### config.mk
export PLATFORM = sky130hd
export DESIGN_NAME = segment_first_fit_allocator_top
export DESIGN_NICKNAME = d
export VERILOG_FILES = /design/src/rtl/sffa_pkg.sv /design/src/rtl/sffa_ram.sv /design/src/rtl/sffa_ctrl.sv /design/src/rtl/segment_first_fit_allocator_top.sv
export SDC_FILE = /design/constraint.sdc
export NUM_CORES = 2
export LEC_CHECK = 0
export ABC_AREA = 1
export BUFFER_PORTS_ARGS = -buffer_cell sky130_fd_sc_hd__buf_4
export CAP_MARGIN = 40
export CORE_ASPECT_RATIO = 0.7
export CORE_MARGIN = 3
export CORE_UTILIZATION = 35
export DETAILED_ROUTE_END_ITERATION = 16
export MAX_ROUTING_LAYER = met4
export PLACE_DENSITY = 0.5
export SYNTH_ARGS = -nofsm -noshare
export SYNTH_HDL_FRONTEND = slang
export SYNTH_SLANG_ARGS = --single-unit
### constraint.sdc
create_clock -name clk_i -period 14.62 [get_ports clk_i]
set_input_delay 1.462 -clock clk_i [delete_from_list [all_inputs] [get_ports clk_i]]
set_output_delay 1.462 -clock clk_i [all_outputs]
set_load 0.01 [all_outputs]
### src/rtl/sffa_pkg.sv
// ----------------------------------------------------------------------------
// Segment first-fit allocator package
// Shared constants, status codes and interface types of the allocator.
// ----------------------------------------------------------------------------
package sffa_pkg;

  localparam int unsigned MAX_BLOCKS = 16;
  localparam int unsigned IDX_W      = (MAX_BLOCKS > 1) ? $clog2(MAX_BLOCKS) : 1;
  localparam int unsigned CNT_W      = $clog2(MAX_BLOCKS + 1);
  localparam int unsigned PAGE_W     = 20;
  localparam int unsigned ENTRY_W    = 2 * PAGE_W;
  localparam int unsigned CFG_IDX_W  = 1;

  localparam logic [CFG_IDX_W-1:0] CFG_SEG_START = 1'b0;
  localparam logic [CFG_IDX_W-1:0] CFG_SEG_SIZE  = 1'b1;

  localparam logic [2:0] ST_OK       = 3'd0;
  localparam logic [2:0] ST_NO_SPACE = 3'd1;
  localparam logic [2:0] ST_OUTSIDE  = 3'd2;
  localparam logic [2:0] ST_OVERLAP  = 3'd3;
  localparam logic [2:0] ST_FULL     = 3'd4;

  localparam logic OP_ANYWHERE = 1'b0;
  localparam logic OP_FIXED    = 1'b1;

  typedef struct packed {
    logic [31:0]       start_byte;
    logic [PAGE_W:0]   start_pg;
    logic [PAGE_W:0]   limit_pg;
  } sffa_seg_t;

  typedef struct packed {
    logic               we;
    logic [IDX_W-1:0]   waddr;
    logic [ENTRY_W-1:0] wdata;
    logic               re;
    logic [IDX_W-1:0]   raddr;
  } sffa_mem_req_t;

endpackage

### src/rtl/sffa_ram.sv
// ----------------------------------------------------------------------------
// Generic single-port-write RAM
// One write port and one read port; the read data is registered.
// ----------------------------------------------------------------------------
module sffa_ram #(
  parameter int unsigned WIDTH = 8,
  parameter int unsigned DEPTH = 16,
  parameter int unsigned AW    = (DEPTH > 1) ? $clog2(DEPTH) : 1
) (
  input  logic             clk_i,
  input  logic             we_i,
  input  logic [AW-1:0]    waddr_i,
  input  logic [WIDTH-1:0] wdata_i,
  input  logic             re_i,
  input  logic [AW-1:0]    raddr_i,
  output logic [WIDTH-1:0] rdata_o
);

  logic [WIDTH-1:0] mem_q [DEPTH];
  logic [WIDTH-1:0] rdata_q;

  always_ff @(posedge clk_i) begin
    if (we_i) begin
      mem_q[waddr_i] <= wdata_i;
    end
    if (re_i) begin
      rdata_q <= mem_q[raddr_i];
    end
  end

  assign rdata_o = rdata_q;

endmodule

### src/rtl/sffa_ctrl.sv
// ----------------------------------------------------------------------------
// Allocator sequencer
// Checks a request, scans the block table in RAM for overlaps, moves an
// anywhere candidate on each hit (a fixed request fails with an overlap status)
// and records the granted block.
module sffa_ctrl (
  input  logic                                  clk_i,
  input  logic                                  rst_ni,
  input  logic                                  start_i,
  input  logic                                  opcode_i,
  input  logic [31:0]                           request_size_i,
  input  logic [31:0]                           alignment_i,
  input  logic [31:0]                           fixed_address_i,
  input  sffa_pkg::sffa_seg_t                   seg_i,
  output sffa_pkg::sffa_mem_req_t               mem_o,
  input  logic [sffa_pkg::ENTRY_W-1:0]          rdata_i,
  output logic                                  busy_o,
  output logic                                  done_o,
  output logic [31:0]                           granted_address_o,
  output logic [31:0]                           granted_size_o,
  output logic [2:0]                            status_o
);
  import sffa_pkg::*;

  typedef enum logic [2:0] {
    S_IDLE,
    S_PREP,
    S_LIMIT,
    S_SCAN,
    S_ALIGN,
    S_FINISH
  } state_e;

  state_e            state_q, state_d;
  logic              op_q, op_d;
  logic [PAGE_W:0]   pages_q, pages_d;
  logic [18:0]       am1_q, am1_d;
  logic [PAGE_W-1:0] fpage_q, fpage_d;
  logic [21:0]       cand_q, cand_d;
  logic [PAGE_W:0]   end_q, end_d;
  logic [CNT_W-1:0]  idx_q, idx_d;
  logic              pend_q, pend_d;
  logic [CNT_W-1:0]  count_q, count_d;
  logic [2:0]        status_q, status_d;
  logic              done_q, done_d;
  logic [31:0]       gaddr_q, gaddr_d;
  logic [31:0]       gsize_q, gsize_d;

  logic [32:0]       page_sum;
  logic [31:0]       smear;
  logic [21:0]       align_start;
  logic [22:0]       align_end;
  logic [22:0]       hi_pg;
  logic [PAGE_W-1:0] rd_base;
  logic [PAGE_W-1:0] rd_pages;
  logic [22:0]       rd_end;
  logic              hit;

  always_comb begin
    smear = alignment_i | (alignment_i >> 1);
    smear = smear | (smear >> 2);
    smear = smear | (smear >> 4);
    smear = smear | (smear >> 8);
    smear = smear | (smear >> 16);
  end

  assign page_sum = {1'b0, request_size_i} + 33'd4095 +
                    ((opcode_i == OP_FIXED) ? {21'd0, fixed_address_i[11:0]} : 33'd0);

  assign align_start = ({1'b0, seg_i.start_pg} + {3'd0, am1_q}) & ~{3'd0, am1_q};
  assign align_end   = ({2'd0, end_q} + {4'd0, am1_q}) & ~{4'd0, am1_q};
  assign hi_pg       = {1'b0, cand_q} + {2'd0, pages_q};
  assign rd_base     = rdata_i[ENTRY_W-1:PAGE_W];
  assign rd_pages    = rdata_i[PAGE_W-1:0];
  assign rd_end      = {3'd0, rd_base} + {3'd0, rd_pages};
  assign hit         = pend_q && ({3'd0, rd_base} < hi_pg) && ({1'b0, cand_q} < rd_end);

  always_comb begin
    state_d  = state_q;
    op_d     = op_q;
    pages_d  = pages_q;
    am1_d    = am1_q;
    fpage_d  = fpage_q;
    cand_d   = cand_q;
    end_d    = end_q;
    idx_d    = idx_q;
    pend_d   = 1'b0;
    count_d  = count_q;
    status_d = status_q;
    done_d   = 1'b0;
    gaddr_d  = gaddr_q;
    gsize_d  = gsize_q;
    mem_o    = '0;

    unique case (state_q)
      S_IDLE: begin
        if (start_i) begin
          op_d    = opcode_i;
          pages_d = page_sum[32:12];
          am1_d   = (alignment_i > 32'd4096) ? smear[31:13] : 19'd0;
          fpage_d = fixed_address_i[31:12];
          state_d = S_PREP;
        end
      end
      S_PREP: begin
        state_d = S_FINISH;
        if (count_q == CNT_W'(MAX_BLOCKS)) begin
          status_d = ST_FULL;
        end else if (pages_q == '0) begin
          status_d = ST_NO_SPACE;
        end else if (pages_q[PAGE_W]) begin
          status_d = (op_q == OP_FIXED) ? ST_OUTSIDE : ST_NO_SPACE;
        end else if (op_q == OP_FIXED) begin
          if ({fpage_q, 12'd0} < seg_i.start_byte) begin
            status_d = ST_OUTSIDE;
          end else begin
            cand_d  = {2'd0, fpage_q};
            state_d = S_LIMIT;
          end
        end else begin
          cand_d  = align_start;
          state_d = S_LIMIT;
        end
      end
      S_LIMIT: begin
        if (hi_pg > {2'd0, seg_i.limit_pg}) begin
          status_d = (op_q == OP_FIXED) ? ST_OUTSIDE : ST_NO_SPACE;
          state_d  = S_FINISH;
        end else begin
          idx_d   = '0;
          state_d = S_SCAN;
        end
      end
      S_SCAN: begin
        if (hit) begin
          end_d = rd_end[PAGE_W:0];
          if (op_q == OP_FIXED) begin
            status_d = ST_OVERLAP;
            state_d  = S_FINISH;
          end else begin
            state_d = S_ALIGN;
          end
        end else if (idx_q < count_q) begin
          mem_o.re    = 1'b1;
          mem_o.raddr = idx_q[IDX_W-1:0];
          idx_d       = idx_q + 1'b1;
          pend_d      = 1'b1;
        end else if (!pend_q) begin
          status_d = ST_OK;
          state_d  = S_FINISH;
        end
      end
      S_ALIGN: begin
        cand_d  = align_end[21:0];
        state_d = S_LIMIT;
      end
      S_FINISH: begin
        done_d = 1'b1;
        if (status_q == ST_OK) begin
          mem_o.we    = 1'b1;
          mem_o.waddr = count_q[IDX_W-1:0];
          mem_o.wdata = {cand_q[PAGE_W-1:0], pages_q[PAGE_W-1:0]};
          count_d     = count_q + 1'b1;
          gaddr_d     = {cand_q[PAGE_W-1:0], 12'd0};
          gsize_d     = {pages_q[PAGE_W-1:0], 12'd0};
        end else begin
          gaddr_d = '0;
          gsize_d = '0;
        end
        state_d = S_IDLE;
      end
      default: state_d = S_IDLE;
    endcase
  end

  always_ff @(posedge clk_i or negedge rst_ni) begin
    if (!rst_ni) begin
      state_q  <= S_IDLE;
      idx_q    <= '0;
      pend_q   <= 1'b0;
      count_q  <= '0;
      done_q   <= 1'b0;
      status_q <= ST_OK;
    end else begin
      state_q  <= state_d;
      idx_q    <= idx_d;
      pend_q   <= pend_d;
      count_q  <= count_d;
      done_q   <= done_d;
      status_q <= status_d;
    end
  end

  always_ff @(posedge clk_i) begin
    op_q    <= op_d;
    pages_q <= pages_d;
    am1_q   <= am1_d;
    fpage_q <= fpage_d;
    cand_q  <= cand_d;
    end_q   <= end_d;
    gaddr_q <= gaddr_d;
    gsize_q <= gsize_d;
  end

  assign busy_o            = (state_q != S_IDLE);
  assign done_o            = done_q;
  assign granted_address_o = gaddr_q;
  assign granted_size_o    = gsize_q;
  assign status_o          = status_q;

`ifndef NO_ASSERTIONS
  a_count_bound: assert property (@(posedge clk_i) disable iff (!rst_ni)
    count_q <= CNT_W'(MAX_BLOCKS))
    else $error("block count exceeds table depth");

  a_grow_on_ok: assert property (@(posedge clk_i) disable iff (!rst_ni)
    (done_q && status_q == ST_OK) |-> count_q == $past(count_q) + 1'b1)
    else $error("granted block was not recorded");

  a_fail_zero: assert property (@(posedge clk_i) disable iff (!rst_ni)
    (done_q && status_q != ST_OK) |-> (gaddr_q == '0 && gsize_q == '0))
    else $error("failed transfer carries a nonzero address or size");

  a_no_write_full: assert property (@(posedge clk_i) disable iff (!rst_ni)
    mem_o.we |-> count_q < CNT_W'(MAX_BLOCKS))
    else $error("table write while full");
`endif

endmodule

### src/rtl/segment_first_fit_allocator_top.sv
// ----------------------------------------------------------------------------
// Segment first-fit allocator
// The table is scanned anew for each candidate position; done rises once a scan
// finds no overlap or the request fails. One request at a time; the next start
// is taken in the cycle of the strobe. The table scan reads one RAM entry per
// cycle until a hit.
// Reset clears the block count and both segment registers; table RAM is kept.
// The result is shown for one cycle; the receiver cannot stall.
// ----------------------------------------------------------------------------
module segment_first_fit_allocator_top (
  input  logic                           clk_i,
  input  logic                           rst_ni,
  input  logic                           cfg_we_i,
  input  logic [sffa_pkg::CFG_IDX_W-1:0] cfg_idx_i,
  input  logic [31:0]                    cfg_wdata_i,
  input  logic                           start_i,
  output logic                           busy_o,
  input  logic                           opcode_i,
  input  logic [31:0]                    request_size_i,
  input  logic [31:0]                    alignment_i,
  input  logic [31:0]                    fixed_address_i,
  output logic                           done_o,
  output logic [31:0]                    granted_address_o,
  output logic [31:0]                    granted_size_o,
  output logic [2:0]                     status_o
);
  import sffa_pkg::*;

  logic [31:0]        seg_start_q;
  logic [31:0]        seg_size_q;
  logic [32:0]        seg_end;
  logic [32:0]        start_round;
  sffa_seg_t          seg;
  sffa_mem_req_t      mem_req;
  logic [ENTRY_W-1:0] rdata;

  always_ff @(posedge clk_i or negedge rst_ni) begin
    if (!rst_ni) begin
      seg_start_q <= '0;
      seg_size_q  <= '0;
    end else if (cfg_we_i) begin
      unique case (cfg_idx_i)
        CFG_SEG_START: seg_start_q <= cfg_wdata_i;
        CFG_SEG_SIZE:  seg_size_q  <= cfg_wdata_i;
        default: ;
      endcase
    end
  end

  assign seg_end     = {1'b0, seg_start_q} + {1'b0, seg_size_q};
  assign start_round = {1'b0, seg_start_q} + 33'd4095;

  always_comb begin
    seg.start_byte = seg_start_q;
    seg.start_pg   = start_round[32:12];
    seg.limit_pg   = seg_end[32] ? {1'b1, {PAGE_W{1'b0}}} : {1'b0, seg_end[31:12]};
  end

  sffa_ram #(
    .WIDTH (ENTRY_W),
    .DEPTH (MAX_BLOCKS)
  ) u_table (
    .clk_i   (clk_i),
    .we_i    (mem_req.we),
    .waddr_i (mem_req.waddr),
    .wdata_i (mem_req.wdata),
    .re_i    (mem_req.re),
    .raddr_i (mem_req.raddr),
    .rdata_o (rdata)
  );

  sffa_ctrl u_ctrl (
    .clk_i             (clk_i),
    .rst_ni            (rst_ni),
    .start_i           (start_i),
    .opcode_i          (opcode_i),
    .request_size_i    (request_size_i),
    .alignment_i       (alignment_i),
    .fixed_address_i   (fixed_address_i),
    .seg_i             (seg),
    .mem_o             (mem_req),
    .rdata_i           (rdata),
    .busy_o            (busy_o),
    .done_o            (done_o),
    .granted_address_o (granted_address_o),
    .granted_size_o    (granted_size_o),
    .status_o          (status_o)
  );

endmodule

# --- Word level (Yosys, flattened, before mapping) ---
# Memories as Yosys holds them, arrays and structs flattened. A register that Yosys moved wholly into a read port is not among the register bits.
# Cells that the tools add are included.
classes:
  muxes: 47
  add_sub_neg: 10
  eq_ne: 20
  reduce_logical: 18
  bitwise: 10
  n_lt_le_gt_ge: 6
ops:
  columns: ["cell", "n"]
  rows:
  - ["2-to-1 mux 22 bit", 5]
  - ["2-to-1 mux 45 bit", 2]
  - ["adder 32 x 12 -> 33 bit, second input constant", 2]
  - ["2-to-1 mux 3 bit", 20]
  - ["adder 21 x 19 -> 22 bit", 2]
  - ["bitwise AND 22 bit", 2]
  - ["inverter 19 -> 22 bit", 2]
  - ["case mux 22 bit (2 select lines)", 1]
  - ["adder 32 x 32 -> 33 bit", 1]
  - ["adder 33 bit", 1]
  - ["greater-than comparator 32 x 13 -> 1 bit, second input constant", 1]
  - ["less-than comparator 32 bit", 1]
  - ["OR 32 x 16 -> 32 bit", 1]
  - ["OR 32 x 24 -> 32 bit", 1]
  - ["OR 32 x 28 -> 32 bit", 1]
  - ["OR 32 x 30 -> 32 bit", 1]
  - ["OR 32 x 31 -> 32 bit", 1]
  - ["2-to-1 mux 5 bit", 6]
  - ["adder 22 x 21 -> 23 bit", 1]
  - ["greater-than comparator 23 x 21 -> 1 bit", 1]
  - ["less-than comparator 20 x 23 -> 1 bit", 1]
  - ["less-than comparator 22 x 23 -> 1 bit", 1]
  - ["adder 20 x 20 -> 21 bit", 1]
  - ["zero test 21 bit", 1]
  - ["28 further kinds", 54]
totals:
  output_inout_bits: 69
  mem_count: 1
  word_cells: 130
  mem_bits_rw: 640
  reg_bits: 250
memory_table:
  columns: ["name", "words", "width", "read_ports", "rd_ports_with_merged_regs", "write_ports", "line", "rtl"]
  rows:
  - ["u_table.mem_q", 16, 40, 1, 1, 1, "sffa_ram.sv:19", "logic [WIDTH-1:0] mem_q [DEPTH];"]

# --- Longest topological paths before layout ---
logic_depth:
  depth_word: 8
  depth_mapped: 34
  mapped_depth_nobuf: 33

# --- By module ---
# From an unflattened synthesis, not the netlist that was laid out.
unflattened:
  hier_cells: 5262
  hier_area_um2: 47838.4
modules_own_cells:
  columns: ["mod", "area_each_um2", "cells_each", "instances"]
  rows:
  - ["sffa_ram", 28691.3, 2643, 1]
  - ["sffa_ctrl", 13735.7, 1741, 1]
  - ["segment_first_fit_allocator_top", 5411.4, 878, 1]

# --- Least setup slack after synthesis ---
# No wires, ideal clock.
synth_path:
  path_kind: "register to register"
  startpoint: "register u_ctrl.state_q[1]"
  endpoint: "memory u_table.mem_q[7][0] (netlist name), enable pin"
  t_arrival_ns: 4.747
  setup_slack_ns: 9.434
  synth_period_minus_slack_ns: 5.186
  setup_ns: 0.439
  path_stages_with_launch: 8
  t_required_ns: 14.181
  path_cell_list: "dfrtp_1 > inv_1 > nand2_1 > nor2_1 > nand2_1 > nor2_1 > nand2_1 > nor2_1"
synth_via:
  elab_chain_len: 4
synth_rtl:
  columns: ["element", "line", "rtl"]
  rows:
  - ["start, declared", "sffa_ctrl.sv:34", "state_e state_q, state_d;"]
  - ["start signal, assigned", "sffa_ctrl.sv:185", "state_q <= state_d;"]
  - ["== test 3 bit *", "sffa_ctrl.sv:95", "unique case (state_q)"]
  - ["2-to-1 mux 45 bit *", "sffa_ctrl.sv:95", null]
  - ["2-to-1 mux 1 bit", "sffa_ram.sv:23", "if (we_i) begin"]
  - ["2-to-1 mux 1 bit (not written as such)", "sffa_ram.sv:24", "mem_q[waddr_i] <= wdata_i;"]
  - ["end, declared", "sffa_ram.sv:19", null]
# Mark *: on every way between the ends. The rest lies on a longest branch, timed or not.

# --- Worst setup path in the final report ---
layout_path:
  startpoint: "register u_table.rdata_q[21] (netlist: u_table.rdata_o[21]) (read register of u_table.mem_q)"
  endpoint: "register u_table.rdata_q[34] (netlist: u_table.rdata_o[34]) (read register of u_table.mem_q), data pin"
layout_via:
  elab_chain_len: 5
  word_cells_on_any_way: 7
  classes_between: "add/sub (1); order compare (2); mux (2); reduce/logical (2)"
layout_rtl:
  columns: ["element", "line", "rtl"]
  rows:
  - ["start, declared", "sffa_ram.sv:20", "logic [WIDTH-1:0] rdata_q;"]
  - ["adder 20 x 20 -> 21 bit", "sffa_ctrl.sv:75", "assign rd_end = {3'd0, rd_base} + {3'd0, rd_pages};"]
  - ["named net u_ctrl.rd_end[14]", "sffa_ctrl.sv:56", "logic [22:0] rd_end;"]
  - ["less-than comparator 22 x 23 -> 1 bit", "sffa_ctrl.sv:76", "assign hit = pend_q && ({3'd0, rd_base} < hi_pg) && ({1'b0, cand_q} < rd_end);"]
  - ["logical AND 1 bit", "sffa_ctrl.sv:76", null]
  - ["2-to-1 mux 5 bit", "sffa_ctrl.sv:135", "if (hit) begin"]
  - ["2-to-1 mux 5 bit", "sffa_ctrl.sv:95", null]
# The timed path passes the listed nets, and every way through them passes these cells.
# A chain may end at the register's enable or synchronous reset.

==> results.py <==
metrics = {
    "outcome": {
        "status": "finished, final reports clean",
    },
    "synthesis": {
        "synth_compound_gate_area_share_pct": 4.99,
        "synth_cell_type_count": 59,
        "synthArstFlopShare_pct": 9.05,
        "ys_seq_area_share_pct": 57.3,
        "yosysWarnings": 0,
        "synth-edff-count": 824,
        "synth.area.mux_share_pct": 0,
        "synth_area_leaders": "edfxtp_1 (53%), nand2_1 (6.6%), inv_1 (6.5%), ha_1 (5.7%), nand3_1 (5.1%)",
        "yosysTopAreaCell": "edfxtp_1",
        "syn_area_um2": 46800,
        "synth_simple_gate_area_share_pct": 21.4,
        "syn_area_per_cell_um2": 9.49,
        "synth_flop_cell": "edfxtp_1",
        "synth_seq_cells": 906,
        "yosysTopAreaCellShare_pct": 52.9,
        "syn_inst": 4926,
        "synth_xor_area_share_pct": 1.52,
        "synth_fa_ha_area_share_pct": 5.87,
        "synth_top_family_by_area": "simple AND/OR/NAND/NOR gates",
    },
    "job": {
        "drv_cap": 0,
    },
    "global_routing": {
        "antenna_found_initial": 1,
        "gr-usage-all-layers_pct": 21.5,
        "grt_pass1_wl_um": 216000,
        "gr-total-overflow": 0,
        "grt_max_degree": 187,
        "grt_pass1_vias": 31926,
    },
    "route": {
        "drt_iter0_markers": 3673,
        "routed-wl-met2_um": 62200,
        "viasPerCell": 5.07,
        "first_pass_iters": 5,
        "vias": 34944,
        "drc": 0,
        "wl_met3_um": 9160,
        "ant_nets": 0,
        "dr.max_layer_used": "met4",
        "wl_met1_um": 74000,
        "routedWlPerCell_um": 21.4,
        "wirelength_um": 148000,
    },
    "floorplanning": {
        "start_util_pct": 35.5,
        "die_x_um": 443,
        "die_h_um": 312,
        "core_area_um2": 132000,
        "die-area_um2": 138000,
        "io_pins": 203,
        "rows": 111,
    },
    "clock_network": {
        "numCtsBuffers": 92,
        "cts_tree": "yes",
        "cts_setup_buffers": 0,
        "cts_root_buf": "clkbuf_16",
        "clk_latency_ps": 710,
        "cts.clk_slew.worst_paths_ps": 60,
        "cts.sinks": 906,
        "clockBufferDepth": 3,
        "cts_resized": 0,
        "cts_max_level": 3,
        "hold_buffers": 0,
    },
    "pwr": {
        "ir_worst_vdd_v": 0.0000982,
        "p_leak_nw": 22.9,
        "p_per_area_nw_per_um2": 146,
    },
    "sta": {
        "relSlewSlack_pct": 26.4,
        "worst_slew_pin_slew_ps": 1100,
        "finalSetupTns_ps": 0,
        "final.setup_skew_ps": 22.1,
        "min_period_ps": 9020,
        "finalSetupViolations": 0,
        "max_freq_mhz": 111,
        "drv_slew": 0,
        "finalHoldViolCount": 0,
        "fin_crit_sh_pct": 61.7,
        "rsz0062_at_grt": "no",
    },
    "setup_path": {
        "r2r-end": "u_table.rdata_o[34]$_DFFE_PP_",
        "timing.critical_path.to": "u_table.rdata_o[34]$_DFFE_PP_",
        "slowest_delay_ps": 760,
        "critPathBufInv": 6,
        "critPathTopFamily": "simple AND/OR/NAND/NOR gates",
        "reg2reg_depth": 29,
        "worstPathRequired_ps": 15190,
        "r2r_setup_slack_ps": 5600,
        "path_max_fanout": 108,
        "cp_data_arrival_time_ps": 9590,
        "crit_type": "flip-flop to flip-flop",
        "setup.worst_path.start": "u_table.rdata_o[21]$_DFFE_PP_",
        "crit_slowest_cell": "clkinv_2",
        "regToRegStartpoint": "u_table.rdata_o[21]$_DFFE_PP_",
        "worst-path-stages": 29,
        "cp-start-kind": "flip-flop",
        "worst_setup_path_end_kind": "flip-flop",
    },
    "cells_and_area": {
        "drive_gt1_share_pct": 9.20,
        "antenna_cells": 0,
        "fillers": 12892,
        "final_core_util_pct": 40.5,
        "nets": 5419,
        "areaGrowthSynthToFinish_pct": 14.2,
        "multiInputGateArea_um2": 16100,
        "regArea_um2": 26800,
    },
    "worst_hold_path": {
        "min_path_cells": 2,
        "min_path_type": "flip-flop to flip-flop",
    },
    "placement": {
        "io_buffers": 165,
        "place_congestion": 0.922,
        "hpwl_um": 93600,
    },
}
[flip-flops by register name, summed over array words and instances, names as in the netlist, 19 cells and up]
name and cells:
seg_size_q 32, seg_start_q 32, u_ctrl.am1_q 19, u_ctrl.cand_q 22, u_ctrl.end_q 21, u_ctrl.fpage_q 20, u_ctrl.granted_address_o 20, u_ctrl.granted_size_o 20
u_ctrl.pages_q 21, u_table.mem_q 640, u_table.rdata_o 40
[tightest hold or removal path, delay by kind of cell, from the launching register on]
| kind | cells | cell delay, ps |
|---|---|---|
| DFF | 1 | 350 |
| and+or+nand+nor | 1 | 50 |
| AOI/OAI and AO/OA | 1 | 60 |
[cell type report]
| class | instances | share of cell area (%) |
|---|---|---|
| multi-input cells | 2979 | 30.1 |
| clock inverters | 50 | 0.799 |
| flip-flops and latches | 906 | 50.2 |
| clock buffers | 120 | 4.58 |
| inverters | 820 | 5.77 |
| well taps | 1751 | 4.10 |
| repair buffers | 269 | 4.50 |
[cells by family after synthesis]
kind of cell	count (synthesis)
AOI/OAI and AO/OA	417
xor gates and xnor gates	81
adders and majority gates	217
buffers and inverters	1064
DFF	906
other	1
and+or+nand+nor	2240
[how the worst min path moves through the flow]
stage,from,endpoint
finish,seg_size_q[5]$_DFFE_PN0P_,seg_size_q[5]$_DFFE_PN0P_
global route,u_ctrl.count_q[4]$_DFFE_PN0P_,u_ctrl.count_q[4]$_DFFE_PN0P_
CTS,seg_size_q[0]$_DFFE_PN0P_,seg_size_q[0]$_DFFE_PN0P_
detailed placement,seg_size_q[0]$_DFFE_PN0P_,seg_size_q[0]$_DFFE_PN0P_
global placement,seg_size_q[2]$_DFFE_PN0P_,seg_size_q[2]$_DFFE_PN0P_
floorplan,seg_size_q[0]$_DFFE_PN0P_,seg_size_q[0]$_DFFE_PN0P_
[per-stage QoR]
step	hold WS [ps]	worst slack [ps]	total power (W)	cells	instance area, um^2
finish	494	5600	0.00781	6895	53400
detailed placement	478	5870	0.00549	6725	50500
CTS	494	5780	0.00784	6895	53400
floorplan	454	9430	0.00463	4949	46900
global placement	479	5810	0.00543	6668	49800
global route	518	5150	0.00822	6895	53400
[power by group]
group,switching (W),internal (W)
Clock,0.00106,0.00127
Combinational,0.00155,0.000702
Sequential,0.000159,0.00307
[synth_stat cells, drive strengths merged (4+ instances only)]
cell type  count
dfrtp         82
o31ai          5
inv          819
a21oi        174
o21ai        157
a21boi         5
nand4        307
o21bai         8
a21o          12
a31oi          7
buf          102
nand2        827
o211ai        14
a211oi         6
nor2         567
ha           213
xnor2         28
fa             4
nor4          10
xor2          53
nor3          30
o311ai         8
nand3        479
or2           14
edfxtp       824
clkbuf       141
[layout by cell type (no fill, tap or decap), types with 30 or more instances in the layout]
cell type	instances
nor2_1	531
clkbuf_16	92
nand3_1	474
xor2_1	53
nand4_1	307
buf_4	246
ha_1	213
edfxtp_1	824
nand2_1	819
dfrtp_1	81
nor3_1	30
a21oi_1	174
inv_1	804
o21ai_0	154
[metal layers]
layer	vias to the layer above	GRT usage, %
met2	1049	30.5
met5	-	-
met3	160	3.26
li1	16854	-
met1	16881	32.4
met4	0	4.14
Power figures use the tool's default switching activity.
